[src/sv/dte_ram.sv]
// Generic simple dual-port RAM: one write port, one read port, registered read data.
// No dependencies; used for the register file and the data memory.
module dte_ram #(
   parameter int DEPTH = 32,
   parameter int WIDTH = 8,
   localparam int AW = $clog2(DEPTH)
) (
   input  logic             clock,
   input  logic             we,
   input  logic [AW-1:0]    waddr,
   input  logic [WIDTH-1:0] wdata,
   input  logic [AW-1:0]    raddr,
   output logic [WIDTH-1:0] rdata
);

   logic [WIDTH-1:0] mem [DEPTH];
   logic [WIDTH-1:0] rdata_ff;

   always_ff @(posedge clock) begin
      if (we) begin
         mem[waddr] <= wdata;
      end
      rdata_ff <= mem[raddr];
   end

   assign rdata = rdata_ff;

endmodule

[config.mk]
export PLATFORM = sky130hd
export DESIGN_NAME = dte_ram
export DESIGN_NICKNAME = d
export VERILOG_FILES = /design/src/sv/dte_ram.sv
export SDC_FILE = /design/constraint.sdc
export NUM_CORES = 1
export LEC_CHECK = 0
export ABC_CLOCK_PERIOD_IN_PS = 4600
export BUFFER_PORTS_ARGS = -buffer_cell sky130_fd_sc_hd__buf_2
export CAP_MARGIN = 20
export CORE_MARGIN = 2
export CORE_UTILIZATION = 45
export CTS_CLUSTER_DIAMETER = 120
export DETAILED_ROUTE_END_ITERATION = 8
export GPL_TIMING_DRIVEN = 1
export HOLD_SLACK_MARGIN = 0.05
export MAX_ROUTING_LAYER = met4
export REMOVE_ABC_BUFFERS = 1
export SYNTH_ARGS = -nofsm -noshare
export SYNTH_HDL_FRONTEND = slang
export SYNTH_SLANG_ARGS = --single-unit
export TNS_END_PERCENT = 10
[constraint.sdc]
create_clock -name clock -period 4.6 [get_ports clock]
set_input_delay 0.69 -clock clock [delete_from_list [all_inputs] [get_ports clock]]
set_output_delay 0.69 -clock clock [all_outputs]
set_load 0.05 [all_outputs]
Word level (Yosys, flattened, before mapping)

Memories as Yosys holds them, arrays and structs flattened. A register that Yosys moved wholly into a read port is not among the register bits.
Cells that the tools add are included.

Bits in writable memories: 256
Output and inout bits: 8
Flip-flop bits (word level): 0
Memories kept: 1

Memory list:

| memory | depth | width | rd ports | clocked after Yosys merged registers in | write ports | line | RTL |
|---|---|---|---|---|---|---|---|
| mem    | 32    | 8     | 1        | 1                                       | 1           | 16   | `logic [WIDTH-1:0] mem [DEPTH];` |

Multiplexer cells: 2

Operator list:

| operator         | number |
|---|---|
| 2-to-1 mux 1 bit | 2 |

Longest topological paths before layout

Depth after elaboration: 2
Mapped depth: 5
Mapped depth without buffers: 3

Worst setup path before layout

OpenSTA, ideal clock, no wires.

Kind: in2reg
Start: input raddr[2]
End: register rdata_ff[0] (netlist: rdata[0]), read port of mem
Cell stages on the path: 5
Library setup time: 121 ps
Required time: 4479 ps
Setup slack: 2108 ps
Data arrival time: 2372 ps
Path through: clkbuf_1 clkbuf_1 mux4_2 mux4_2 mux2_2

RTL lines:

| item               | line | RTL |
|---|---|---|
| start: declaration | 12   | `input logic [AW-1:0] raddr,` |
| end: declaration   | 17   | `logic [WIDTH-1:0] rdata_ff;` |

==> results.txt <==
* Number of flops mapped to enable cells by yosys: 256
- Final nets: 476
- After synthesis, the share of flip-flops with an asynchronous set or reset is 0.
* CTS resizes: 0
- Terminating pin of the worst hold path: rdata[0]
- In the final layout, the multi-input gates occupy 0.002100 mm².
* Simple-gate share of the synthesized area: 0.02066
- Ant. Diodes: 0
* Fraction of the mapped netlist area in adder cells: 0
* Width of the chip: 153.5 µm
- Post-synthesis sequential element count: 264
- Worst hold path class: input pin to flip-flop
- Subtracting the final worst setup slack from the clock period gives 2.662 ns.
- In the final routed layout, each cell accounts on average for 26.67 µm.
* Register area: 0.007848 mm²
- Dividing the final minimum period by the clock period gives 0.5787.
- Combinational family with the most area after synthesis: multiplexers
* Required time of the critical path: 4.99 ns
- Between clock sinks in the finished design, the worst skew comes to 0.007274 ns.
* Worst Path Class, Setup: input pin to flip-flop
- Global route total overflow: 0
- For the pin with the worst max-slew slack, the measured transition is 0.9874 ns.
* Design internal power: 4069 µW
- The floorplan step defined a die boundary enclosing 0.02355 mm².
* Detailed Route WL: 20130 µm
- The netlist uses 15 different library cells.
- Top cell types by occurrence after synthesis: edfxtp_1 (256), mux4_2 (80), nor2_1 (33), dfxtp_1 (8), mux2_2 (8)
- Of the post-synthesis cell area, the dominant cell type holds 0.7647.
- Switching Share: 0.2004
- Excluding fillers, the count of instances in the completed layout stands at 755.
* First-pass iteration count of the detailed router: 4
- Setup violations remaining at the end of the flow were counted as 0.
- Worst-skew pair later-pin latency: 0.51 ns
- Most numerous cell in the Yosys netlist: edfxtp_1
- Starting utilization of the core area: 0.4592
- Of the total power, registers draw 0.528.
- In the routed layout, each cell is associated on average with a via count of 5.726.
- CTS built an H-tree with a depth of 1.
- In the post-synthesis netlist, the biggest area contributors are edfxtp_1 (76%), mux4_2 (18%), dfxtp_1 (1.6%), nor2_1 (1.2%), mux2_2 (0.90%).
- The initial antenna violation count came to 0.
- Static power due to leakage: 0.003517 µW
* P per Cell Area: 448.9 mW/mm²
* Share of total power in combinational logic: 0.054
- Summed over all failing endpoints, the final setup total negative slack is 0 ns.
- Data on the critical path arrives at its endpoint at 3.06 ns.
* Detail Route Antenna Nets: 0
* Count of endpoints failing hold in the final timing report: 0
- Buffer type at the clock tree root: clkbuf_16
- Vertical die dimension: 153.5 µm
- Peak supply drop: 0.2187 mV
* Reg2reg end: rdata[0]
- I/O Pins: 28
* Last weighted congestion value of the routability-driven placer: 0.7385
* Switching pwr: 1020 µW
* Post-synthesis cell type with the largest combined area: edfxtp_1
- Max Transition Viols Final: 0
- Once the clock tree was built, the setup fixing pass inserted 0 buffers.
- Maximum number of buffers from clock root to sink: 3
- The worst register-to-register path has a setup slack of 2.77 ns.
- For this run, design rule violations remaining after detail routing come to 0.
* Clock tree from TritonCTS: built
- First-pass GRT wire length: 30580 µm
- Maximum fanout encountered on the critical timing path: 29
- Setup repair after global routing left no endpoint under its margin.
- Of the total power, the clock network draws 0.418.
- Sinks on Clock Net: 264
* Reg-to-reg startpoint: mem[21][0]
- Clock tree synthesis inserted a total of 26 buffers.
* Fillers: 1730
* Cell depth of the worst hold path: 2
* Netlist Area Pre-Place: 0.01005 mm²
- Pin count of the biggest net entering global routing: 65
* YS warnings: 0
* Count of max-cap constraint violations: 0
* Core footprint: 0.02189 mm²
* Xor and xnor area share after synthesis: 0
- The number of global-route vias before repair came to 4682.
- The detailed router finished its first iteration with 369 violations.
* Vias: 4323
- Cell count after placement: 708
- In the final layout, the share of cells above drive strength 1 is 0.3284.
* Final core area utilization: 0.5179
- Measured against its own limit, the worst slew margin works out to 0.3393.
* Critical path startpoint category: input pin
* Element type at the critical path end: flip-flop
- Clock-pin slew reported for the worst setup and hold paths after clock tree synthesis: 0.06 ns
- The HPWL after detailed placement is 12190 µm.
- Standard-cell row count: 54
* Outcome: completed
- For this run, the leading register cell type out of synthesis is edfxtp_1.
- Compared with the post-synthesis result, the final layout area differs by 12.77%.
- For the worst flop-to-flop path, the logic depth is 3.
- Peak clock frequency supported by timing: 375.6 MHz
- The worst hold path begins at raddr[3].
- Count of port buffers added during placement: 27
- In this run, post-CTS hold repair placed 0 buffers.
- Synthesized area per cell: 24.11 µm²
- After synthesis, the share of cell area in mux cells is 0.1882.
* Hold WS: 0.6596 ns
* Mapped Cells: 417
- The share of the synthesized area in compound gates (AO/OA/AOI/OAI) was 0.
* Proportion of synthesized chip area in sequential cells: 0.7806
* Overall global routing resource usage: 0.1823
-- logic make-up after synthesis --
| group | count (synthesis) |
|---|---|
| flip-flops | 264 |
| buffers and inverters | 20 |
| multiplexers | 88 |
| AND/OR/NAND/NOR | 45 |
-- flip-flops by register name (all words and copies together) (netlist names) --
name and count:
mem 256, rdata 8
-- area by class of cell --
type	instances	share of cell area
clock inverters	15	0.01457
well taps	280	0.03090
flip-flops and latches	264	0.6922
repair buffers	31	0.01589
clock buffers	32	0.06125
multi-input cells	133	0.1852
-- placed cells by master, fill, tap and decap left out, drive strengths merged, types with 3 or more instances in the layout --
master and count:
edfxtp 256, mux4 80, nor2 33, clkbuf 32
buf 31, clkinv 11, mux2 8, dfxtp 8
nand3b 5, bufinv 4, or3b 3
-- how the worst max path moves through the flow --
stage          cells past startpoint      from        end
3_5_place_dp                       5  raddr[0]   rdata[0]
2_1_floorplan                      2  waddr[1]  mem[0][0]
3_3_place_gp                       5  raddr[0]   rdata[2]
5_1_grt                            5  raddr[0]   rdata[2]
6_report                           5  raddr[0]   rdata[2]
4_1_cts                            5  raddr[0]   rdata[2]
-- per-layer routing --
metal / wire [µm] / GRT usage
met1: 8750 / 0.2645
met2: 9953 / 0.2849
met5: 0 / -
met3: 1226 / 0.02495
met4: 203 / 0.03408
-- worst max-delay path, stage by stage --
cell	delay, ns
buf_4	0.47
buf_4	0.43
mux4_2	0.58
mux4_2	0.53
mux2_2	0.32
-- through the flow --
stage,instance area [µm²],power [µW],worst slack (ns)
floorplan,9947,2879,2.594
global placement,10480,3014,1.337
detailed placement,10480,3020,1.337
CTS,11340,5137,1.874
global route,11340,5248,1.787
finish,11340,5089,1.938
-- power by group through the flow --
stage          clock network (µW)  logic (µW)  registers, µW
2_1_floorplan                   0         111           2770
3_3_place_gp                    0         278           2740
3_5_place_dp                    0         282           2740
4_1_cts                      2170         283           2690
5_1_grt                      2260         297           2690
6_report                     2130         276           2690
No activity file was read; power rests on OpenSTA's default activity.
