<file path="src/sv/dte_pkg.sv">
// Shared types and constants of the data-transfer execute unit.
// Used by dte_seq and data_transfer_execute_unit_top; no dependencies.
package dte_pkg;

   localparam int MEM_BYTES = 4096;
   localparam int MEM_AW    = $clog2(MEM_BYTES);
   localparam logic [16:0]       MEM_LIMIT = 17'(MEM_BYTES);
   localparam logic [MEM_AW-1:0] MEM_LAST  = MEM_AW'(MEM_BYTES - 1);

   localparam int RF_DEPTH = 32;
   localparam int RF_AW    = 5;

   localparam logic [3:0] OP_MOV  = 4'd0;
   localparam logic [3:0] OP_MOVW = 4'd1;
   localparam logic [3:0] OP_LDI  = 4'd2;
   localparam logic [3:0] OP_LD   = 4'd3;
   localparam logic [3:0] OP_LDD  = 4'd4;
   localparam logic [3:0] OP_XCH  = 4'd5;
   localparam logic [3:0] OP_LAS  = 4'd6;
   localparam logic [3:0] OP_LAC  = 4'd7;
   localparam logic [3:0] OP_LAT  = 4'd8;

   localparam logic [1:0] PSEL_Z   = 2'd0;
   localparam logic [1:0] PSEL_Y   = 2'd1;
   localparam logic [1:0] PSEL_X   = 2'd2;
   localparam logic [1:0] PSEL_BAD = 2'd3;

   localparam logic [1:0] MODE_POSTINC = 2'd1;
   localparam logic [1:0] MODE_PREDEC  = 2'd2;

   localparam logic [4:0] PTR_X_LO = 5'd26;
   localparam logic [4:0] PTR_Y_LO = 5'd28;
   localparam logic [4:0] PTR_Z_LO = 5'd30;

   typedef struct packed {
      logic [3:0] req_type;
      logic [4:0] dst_reg;
      logic [4:0] src_reg;
      logic [7:0] imm_data;
      logic [1:0] pointer_sel;
      logic [1:0] addr_mode;
      logic [5:0] displacement;
   } request_type;

   typedef struct packed {
      logic        status;
      logic [4:0]  reg_index;
      logic [7:0]  reg_value;
      logic [7:0]  reg_high_value;
      logic [15:0] mem_address;
      logic        mem_written;
      logic [7:0]  mem_value;
      logic [15:0] pointer_value;
   } result_type;

   typedef struct packed {
      logic             we;
      logic [RF_AW-1:0] waddr;
      logic [7:0]       wdata;
      logic [RF_AW-1:0] raddr;
   } rf_ctl_type;

   typedef struct packed {
      logic              we;
      logic [MEM_AW-1:0] waddr;
      logic [7:0]        wdata;
      logic [MEM_AW-1:0] raddr;
   } dm_ctl_type;

endpackage

</file>
<file path="src/sv/dte_seq.sv">
// Operation sequencer: reads pointers and operands from the register file RAM,
// accesses the data memory RAM, writes back, and clears both RAMs after reset.
// Depends on dte_pkg.
module dte_seq (
   input  logic                 clock,
   input  logic                 reset,
   input  logic                 req_valid,
   output logic                 req_ready,
   input  dte_pkg::request_type req,
   output logic                 res_valid,
   input  logic                 res_ready,
   output dte_pkg::result_type  res,
   output dte_pkg::rf_ctl_type  rf_ctl,
   input  logic [7:0]           rf_rdata,
   output dte_pkg::dm_ctl_type  dm_ctl,
   input  logic [7:0]           dm_rdata
);

   localparam logic [3:0] S_IDLE = 4'd0;
   localparam logic [3:0] S_RA   = 4'd1;
   localparam logic [3:0] S_RB   = 4'd2;
   localparam logic [3:0] S_RC   = 4'd3;
   localparam logic [3:0] S_MR   = 4'd4;
   localparam logic [3:0] S_MD   = 4'd5;
   localparam logic [3:0] S_WL   = 4'd6;
   localparam logic [3:0] S_WH   = 4'd7;
   localparam logic [3:0] S_WI   = 4'd8;
   localparam logic [3:0] S_FIN  = 4'd9;

   logic [3:0]                  state_ff, state_in;
   dte_pkg::request_type        req_ff, req_in;
   dte_pkg::result_type         res_ff, res_in;
   logic [7:0]                  lo_ff, lo_in;
   logic [15:0]                 ptr_ff, ptr_in;
   logic [15:0]                 addr_ff, addr_in;
   logic [7:0]                  rdv_ff, rdv_in;
   logic                        inr_ff, inr_in;
   logic [dte_pkg::MEM_AW-1:0]  clr_cnt_ff, clr_cnt_in;
   logic                        clr_busy_ff, clr_busy_in;

   logic        accept;
   logic        bad_req;
   logic        is_atomic;
   logic [4:0]  pidx;
   logic [4:0]  pidx_hi;
   logic [4:0]  movw_s;
   logic [4:0]  movw_d;
   logic [4:0]  ldi_d;
   logic [15:0] base;
   logic [7:0]  mem_byte;
   logic [7:0]  wr_byte;
   logic [15:0] new_ptr;

   assign req_ready = !clr_busy_ff && (state_ff == S_IDLE);
   assign accept    = req_valid && req_ready;
   assign res       = res_ff;

   assign bad_req = (req.req_type > dte_pkg::OP_LAT)
                 || ((req.req_type == dte_pkg::OP_LD) && (req.pointer_sel == dte_pkg::PSEL_BAD))
                 || ((req.req_type == dte_pkg::OP_LDD) && req.pointer_sel[1]);

   always_comb begin
      is_atomic = req_ff.req_type inside {dte_pkg::OP_XCH, dte_pkg::OP_LAS,
                                          dte_pkg::OP_LAC, dte_pkg::OP_LAT};
      if (is_atomic) begin
         pidx = dte_pkg::PTR_Z_LO;
      end else begin
         case (req_ff.pointer_sel)
            dte_pkg::PSEL_Z: pidx = dte_pkg::PTR_Z_LO;
            dte_pkg::PSEL_Y: pidx = dte_pkg::PTR_Y_LO;
            default:         pidx = dte_pkg::PTR_X_LO;
         endcase
      end
   end

   assign pidx_hi  = {pidx[4:1], 1'b1};
   assign movw_s   = {req_ff.src_reg[3:0], 1'b0};
   assign movw_d   = {req_ff.dst_reg[3:0], 1'b0};
   assign ldi_d    = {1'b1, req_ff.dst_reg[3:0]};
   assign base     = {rf_rdata, lo_ff};
   assign mem_byte = inr_ff ? dm_rdata : 8'd0;

   always_comb begin
      case (req_ff.req_type)
         dte_pkg::OP_XCH: wr_byte = rdv_ff;
         dte_pkg::OP_LAS: wr_byte = rdv_ff | mem_byte;
         dte_pkg::OP_LAC: wr_byte = ~rdv_ff & mem_byte;
         default:         wr_byte = rdv_ff ^ mem_byte;
      endcase
      if (req_ff.req_type == dte_pkg::OP_LD && req_ff.addr_mode == dte_pkg::MODE_POSTINC) begin
         new_ptr = addr_ff + 16'd1;
      end else if (req_ff.req_type == dte_pkg::OP_LDD) begin
         new_ptr = ptr_ff;
      end else begin
         new_ptr = addr_ff;
      end
   end

   always_comb begin
      state_in    = state_ff;
      req_in      = req_ff;
      res_in      = res_ff;
      lo_in       = lo_ff;
      ptr_in      = ptr_ff;
      addr_in     = addr_ff;
      rdv_in      = rdv_ff;
      inr_in      = inr_ff;
      clr_cnt_in  = clr_cnt_ff;
      clr_busy_in = clr_busy_ff;
      rf_ctl      = '0;
      dm_ctl      = '0;
      res_valid   = 1'b0;

      if (clr_busy_ff) begin
         rf_ctl.we    = 1'b1;
         rf_ctl.waddr = clr_cnt_ff[dte_pkg::RF_AW-1:0];
         dm_ctl.we    = 1'b1;
         dm_ctl.waddr = clr_cnt_ff;
         clr_cnt_in   = clr_cnt_ff + 1'b1;
         if (clr_cnt_ff == dte_pkg::MEM_LAST) begin
            clr_busy_in = 1'b0;
         end
      end

      case (state_ff)
         S_IDLE: begin
            if (accept) begin
               req_in = req;
               res_in = '0;
               if (bad_req) begin
                  res_in.status = 1'b1;
                  state_in      = S_FIN;
               end else if (req.req_type == dte_pkg::OP_LDI) begin
                  state_in = S_WI;
               end else begin
                  state_in = S_RA;
               end
            end
         end
         S_RA: begin
            if (req_ff.req_type == dte_pkg::OP_MOV) begin
               rf_ctl.raddr = req_ff.src_reg;
            end else if (req_ff.req_type == dte_pkg::OP_MOVW) begin
               rf_ctl.raddr = movw_s;
            end else begin
               rf_ctl.raddr = pidx;
            end
            state_in = S_RB;
         end
         S_RB: begin
            rf_ctl.raddr = (req_ff.req_type == dte_pkg::OP_MOVW) ? (movw_s | 5'd1) : pidx_hi;
            if (req_ff.req_type == dte_pkg::OP_MOV) begin
               rf_ctl.we        = 1'b1;
               rf_ctl.waddr     = req_ff.dst_reg;
               rf_ctl.wdata     = rf_rdata;
               res_in.reg_index = req_ff.dst_reg;
               res_in.reg_value = rf_rdata;
               state_in         = S_FIN;
            end else begin
               lo_in    = rf_rdata;
               state_in = S_RC;
            end
         end
         S_RC: begin
            rf_ctl.raddr = req_ff.dst_reg;
            if (req_ff.req_type == dte_pkg::OP_MOVW) begin
               rf_ctl.we             = 1'b1;
               rf_ctl.waddr          = movw_d;
               rf_ctl.wdata          = lo_ff;
               res_in.reg_index      = movw_d;
               res_in.reg_value      = lo_ff;
               res_in.reg_high_value = rf_rdata;
               state_in              = S_WH;
            end else begin
               ptr_in = base;
               if (req_ff.req_type == dte_pkg::OP_LD
                   && req_ff.addr_mode == dte_pkg::MODE_PREDEC) begin
                  addr_in = base - 16'd1;
               end else if (req_ff.req_type == dte_pkg::OP_LDD) begin
                  addr_in = base + {10'd0, req_ff.displacement};
               end else begin
                  addr_in = base;
               end
               state_in = S_MR;
            end
         end
         S_MR: begin
            dm_ctl.raddr = addr_ff[dte_pkg::MEM_AW-1:0];
            inr_in       = {1'b0, addr_ff} < dte_pkg::MEM_LIMIT;
            rdv_in       = rf_rdata;
            state_in     = S_MD;
         end
         S_MD: begin
            rf_ctl.we            = 1'b1;
            rf_ctl.waddr         = req_ff.dst_reg;
            rf_ctl.wdata         = mem_byte;
            res_in.reg_index     = req_ff.dst_reg;
            res_in.reg_value     = mem_byte;
            res_in.mem_address   = addr_ff;
            res_in.pointer_value = new_ptr;
            ptr_in               = new_ptr;
            if (is_atomic && inr_ff) begin
               dm_ctl.we          = 1'b1;
               dm_ctl.waddr       = addr_ff[dte_pkg::MEM_AW-1:0];
               dm_ctl.wdata       = wr_byte;
               res_in.mem_written = 1'b1;
               res_in.mem_value   = wr_byte;
            end
            if (req_ff.req_type == dte_pkg::OP_LD
                && (req_ff.addr_mode == dte_pkg::MODE_POSTINC
                    || req_ff.addr_mode == dte_pkg::MODE_PREDEC)) begin
               state_in = S_WL;
            end else begin
               state_in = S_FIN;
            end
         end
         S_WL: begin
            rf_ctl.we    = 1'b1;
            rf_ctl.waddr = pidx;
            rf_ctl.wdata = ptr_ff[7:0];
            state_in     = S_WH;
         end
         S_WH: begin
            rf_ctl.we = 1'b1;
            if (req_ff.req_type == dte_pkg::OP_MOVW) begin
               rf_ctl.waddr = movw_d | 5'd1;
               rf_ctl.wdata = res_ff.reg_high_value;
            end else begin
               rf_ctl.waddr = pidx_hi;
               rf_ctl.wdata = ptr_ff[15:8];
            end
            state_in = S_FIN;
         end
         S_WI: begin
            rf_ctl.we        = 1'b1;
            rf_ctl.waddr     = ldi_d;
            rf_ctl.wdata     = req_ff.imm_data;
            res_in.reg_index = ldi_d;
            res_in.reg_value = req_ff.imm_data;
            state_in         = S_FIN;
         end
         S_FIN: begin
            res_valid = 1'b1;
            if (res_ready) begin
               state_in = S_IDLE;
            end
         end
         default: begin
            state_in = S_IDLE;
         end
      endcase
   end

   always_ff @(posedge clock) begin
      if (reset) begin
         state_ff    <= S_IDLE;
         clr_cnt_ff  <= '0;
         clr_busy_ff <= 1'b1;
      end else begin
         state_ff    <= state_in;
         clr_cnt_ff  <= clr_cnt_in;
         clr_busy_ff <= clr_busy_in;
      end
      req_ff  <= req_in;
      res_ff  <= res_in;
      lo_ff   <= lo_in;
      ptr_ff  <= ptr_in;
      addr_ff <= addr_in;
      rdv_ff  <= rdv_in;
      inr_ff  <= inr_in;
   end

`ifndef SYNTHESIS
   a_clear_holds_idle: assert property (@(posedge clock) disable iff (reset)
      clr_busy_ff |-> (state_ff == S_IDLE) && !res_valid)
      else $error("operation in flight during memory clear");

   a_dm_write_source: assert property (@(posedge clock) disable iff (reset)
      dm_ctl.we |-> clr_busy_ff || (state_ff == S_MD))
      else $error("data memory written outside clear or execute step");

   a_dm_write_in_range: assert property (@(posedge clock) disable iff (reset)
      (dm_ctl.we && !clr_busy_ff) |-> inr_ff && is_atomic)
      else $error("data memory write out of range or by a load");

   a_accept_leaves_idle: assert property (@(posedge clock) disable iff (reset)
      accept |=> (state_ff != S_IDLE))
      else $error("accepted beat did not start an operation");

   a_result_held: assert property (@(posedge clock) disable iff (reset)
      (res_valid && !res_ready) |=> res_valid && $stable(res_ff))
      else $error("pending result dropped or changed");
`endif

endmodule

</file>
<file path="config.mk">
export PLATFORM = sky130hd
export DESIGN_NAME = dte_seq
export DESIGN_NICKNAME = d
export VERILOG_FILES = /design/src/sv/dte_pkg.sv /design/src/sv/dte_seq.sv
export SDC_FILE = /design/constraint.sdc
export NUM_CORES = 1
export LEC_CHECK = 0
export BUFFER_PORTS_ARGS = -buffer_cell sky130_fd_sc_hd__buf_4
export CAP_MARGIN = 15
export CORE_UTILIZATION = 52
export DETAILED_ROUTE_END_ITERATION = 10
export PLACE_DENSITY = 0.75
export SKIP_CTS_REPAIR_TIMING = 1
export SLEW_MARGIN = 15
export SYNTH_ARGS = -nofsm -noshare
export SYNTH_HDL_FRONTEND = slang
export SYNTH_SLANG_ARGS = --single-unit
</file>
<file path="constraint.sdc">
create_clock -name clock -period 3.7 [get_ports clock]
set_input_delay 0.74 -clock clock [delete_from_list [all_inputs] [get_ports clock]]
set_output_delay 0.74 -clock clock [all_outputs]
set_load 0.005 [all_outputs]
</file>
---- Yosys cells after proc, flatten, opt, wreduce, memory -nomap -nowiden ----
Index checks and enable logic that the tools add are counted.
cells by class
  add/sub/neg operators ................... 4
  order comparisons ....................... 2
  eq/ne operators ......................... 30
  muxes and demuxes ....................... 42
  bitwise logic cells ..................... 6
  reduce and logical (&&, ||, !) cells .... 30
operators with widths
  operator                 count
  $pmux W14 S6             1
  $pmux W41 S2             1
  $mux W16                 5
  $pmux W13 S5             1
  $mux W21                 3
  $mux W62                 1
  $mux W13                 3
  $eq A4 B3 Y1 const B     9
  $pmux W4 S9              1
  $pmux W16 S2             1
  $mux W14                 2
  $mux W4                  6
  $pmux W8 S3              1
  $eq A4 B2 Y1 const B     5
  $mux W5                  4
  $add A16 B1 Y16 const B  1
  $add A16 B6 Y16          1
  $lt A16 B13 Y1 const B   1
  $pmux W8 S2              1
  $sub A16 B1 Y16 const B  1
  $pmux W5 S3              1
  $add A12 B1 Y12 const B  1
  $eq A12 B12 Y1 const B   1
  $eq A4 B4 Y1 const B     3
  other kinds (29)         59
storage, ports and cells
  bits in registers ....................... 161
  output and inout bits ................... 117
  word-level logic and storage cells ...... 137

---- Depth between registers and ports, before layout ----
  depth in word-level cells ............... 7
  mapped depth ............................ 8

---- Least setup slack after synthesis ----
Ideal clock, no wire load.
  path type ............................... flip-flop to flip-flop
  from .................................... reg req_ff[29] (netlist name)
  to ...................................... reg res_ff, in the netlist res[49] (enable)
  setup time .............................. 0.404 ns
  arrival ................................. 2.677 ns
  required time ........................... 3.296 ns
  slack ................................... 0.619 ns
  stages on the path, launching flop included .. 5
  period minus slack after synthesis ...... 3.081 ns
  cells stage by stage .................... edfxtp_1 -> nor4b_2 -> clkbuf_1 -> nor2_1 -> a211oi_1
between the ends
  longest elaborated chain between the ends .. 3
RTL lines
  element                                                  line                            RTL
  start, declared                                          dte_seq.sv:31                   dte_pkg::request_type req_ff, req_in;
  start signal, assigned                                   dte_seq.sv:264                  req_ff <= req_in;
  $eq A4 B1 Y1 / $logic_not A4 Y1 (equally long branches)  dte_seq.sv:166, dte_seq.sv:152
  $ne A2 B2 Y1 (no line)                                   -
  $reduce_and A4 Y1 (no line) *                            -
  end signal, assigned                                     dte_seq.sv:265                  res_ff <= res_in;
  end, declared                                            dte_seq.sv:32                   dte_pkg::result_type res_ff, res_in;
Every way passes the cells marked *; elsewhere a longest branch is shown, timed or not.
A chain may end at the register's enable or synchronous reset.

==> run metrics <==
Routed Antenna Nets 0; met3 Use GR 4.77%; router iterations before antenna repair 5; Largest stage delay, worst path between 0.5 and 0.6 ns; H-tree levels 4; Synth area leader edfxtp_1; Most used DFF post-synth edfxtp_1; Rel. slew slack between 50% and 60%; Post-DP HPWL between 15 and 20 mm; RSZ-0062 raised after global routing false; Max Freq between 200 and 300 MHz; CTS buffer count 17; drc violations 0; Worst setup EP type output pin; DR WL/cell about 21 microns; core area about 17000 sq um; Die ar. 18100 sq um; Gate Count Post-Synth 916; RD Place Congestion 0.946; number of max-cap violations 0; Area contributors post-synth edfxtp_1, nand2_1, o21ai_0, dfxtp_1, ha_1; LEAKAGE approximately 0.0044 uW; Slew Limit Fails 0; met1 usage between 40% and 50%; ratio of cells with drive above 1 in the final layout between 20% and 30%; Cell Area, Placed 10700 sq um; final instance area roughly 11000 sq um; crit path max fanout 20; Nets 1149; Syn Area/Cell 9.99 sq um; top-count cell post-synth edfxtp_1; mapped cell area ~9200 sq um; Synth async-reset ratio 0%; Initial Utilization between 50% and 60%; Port-buffer cells around 170; grt ovf 0; flops & latches, synth 161; Worst Path Arrival between 2 and 3 ns; global route hottest layer met2; GRT Util Overall roughly 31%; EDFF count, synth 144; die width 135 microns; Total Routed Length 27.3 mm; final hold violation count 0; ant diodes 0; clock tree from TritonCTS done; initial drt markers between 800 and 900; global-route wire length before repair 41.7 mm; CP Class flip-flop to output pin; Top Ports between 150 and 200; Yosys warnings 0; CTS Sinks 161; Peak supply drop between 0.0003 and 0.0004 V; Skew-Pair Late Insertion Delay 0.43 ns; met2 GRT Util between 40% and 50%; Area growth syn-to-layout 22.9%; worst-case clock buffer depth 2; vias after detailed routing about 8.0k; Tcrit/Tclk final about 94%; Setup Skew 0.00967 ns; Synthesized Nets between 900 and 1k; Min-Delay Path Class primary input to flip-flop; initial antenna violation count 1; Setup TNS 0 ns; Required @ worst endpoint 2.96 ns; synth cell count leaders edfxtp_1, nand2_1, o21ai_0, a21oi_1, nor2_1; slowest stage cell on the critical path inv_1; worst slew pin tran 0.742 ns; critical path startpoint category flip-flop; worst path cell trace nand2b_1, or3_1, inv_1, o21ai_0, a21oi_1, nor2b_1, buf_4; Final setup viols 0; DIE HEIGHT between 100 and 150 microns; vias in the first global route about 7.4k; CTS clk-pin slew, worst paths 0.07 ns; min Tclk post-route approximately 3.5 ns; Synth cell types 74; Seq/Total Area, Yosys between 50% and 60%; Std-Cell Rows 48; outcome completed; routed vias/inst 6.09; pwr dens roughly 440 nW/um^2; largest net degree at the start of global routing 34; Clock Tree Root clkbuf_16; share of the synthesized area in the top cell type a little under half
layer usage:
layer	vias up	part of all wire (%)
met5	-	0.033
li1	3677	-
met3	69	9.5
met4	2	3.4
met1	3707	41
met2	499	46
worst paths after layout:
kind / from / end / slack [ns] / cells after the start
max: state_ff[0] / dm_ctl[12] / 0.24 / 7
min reg2reg: clr_cnt_ff[5] / clr_cnt_ff[5] / 0.51 / 2
min: req[24] / ldi_d[1] / 0.48 / 1
max reg2reg: state_ff[0] / ptr_ff[9] / 0.75 / 8
layout make-up:
type	count	area, sq um
inverters	32	120
well taps	225	282
multi-input cells	658	4100
flip-flops and latches	161	4660
clock buffers	17	425
fillers	1383	5990
repair buffers	199	1490
clock inverters	15	166
logic make-up after synthesis:
group | share of synthesized area, %
adder cells (fa/ha/maj) | 3.91
multiplexers | 1.20
AO/OA/AOI/OAI | 17.9
flip-flops | 51.0
XOR/XNOR | 2.87
AND/OR/NAND/NOR | 18.7
buffers and inverters | 4.48
sequential cells by signal (all words and copies together), names as in the netlist:
register	flops
ptr_ff	16
res	63
clr_cnt_ff	12
rdv_ff	8
addr_ff	16
clr_busy_ff	1
req_ff	24
lo_ff	8
inr_ff	1
movw_s	4
ldi_d	4
state_ff	4
placed cells by master (no fill, tap or decap), types with 9 or more instances in the layout:
cell type,n
buf_4,199
edfxtp_1,144
nand2_1,116
o21ai_0,69
a21oi_1,62
nor2_1,61
and2_1,40
inv_1,32
ha_1,27
a21o_1,26
nand3_1,23
clkbuf_16,17
dfxtp_1,17
xnor2_1,16
a22oi_1,15
nor2b_1,14
nor3_1,14
xor2_1,14
nor4_1,12
nand4_1,12
a211oi_1,9
stage by stage:
step                setup slack [ns]  hold slack, ns  utilization (%)  total power, uW  std cells
CTS                            0.298           0.477             65.3             4950       1307
floorplan                      0.619           0.471                -             2740        916
global route                  0.0156           0.476             65.3             5130       1307
finish                         0.240           0.483             65.3             4970       1307
detailed placement             0.761           0.502             61.8             3190       1275
global placement               0.755           0.491             61.8             3180       1275
critical path: cells and delay by family, from the launching register on:
family                 cells  cell delay [ns]
buffers and inverters      2             0.66
and+or+nand+nor            3             0.66
DFF                        1             0.52
AOI/OAI and AO/OA          2             0.44
report_power, final:
part | switching, uW | internal (uW)
clock | 734 | 1060
combinational | 501 | 445
sequential | 124 | 2110
total | 1360 | 3610
Power figures use the tool's default switching activity.
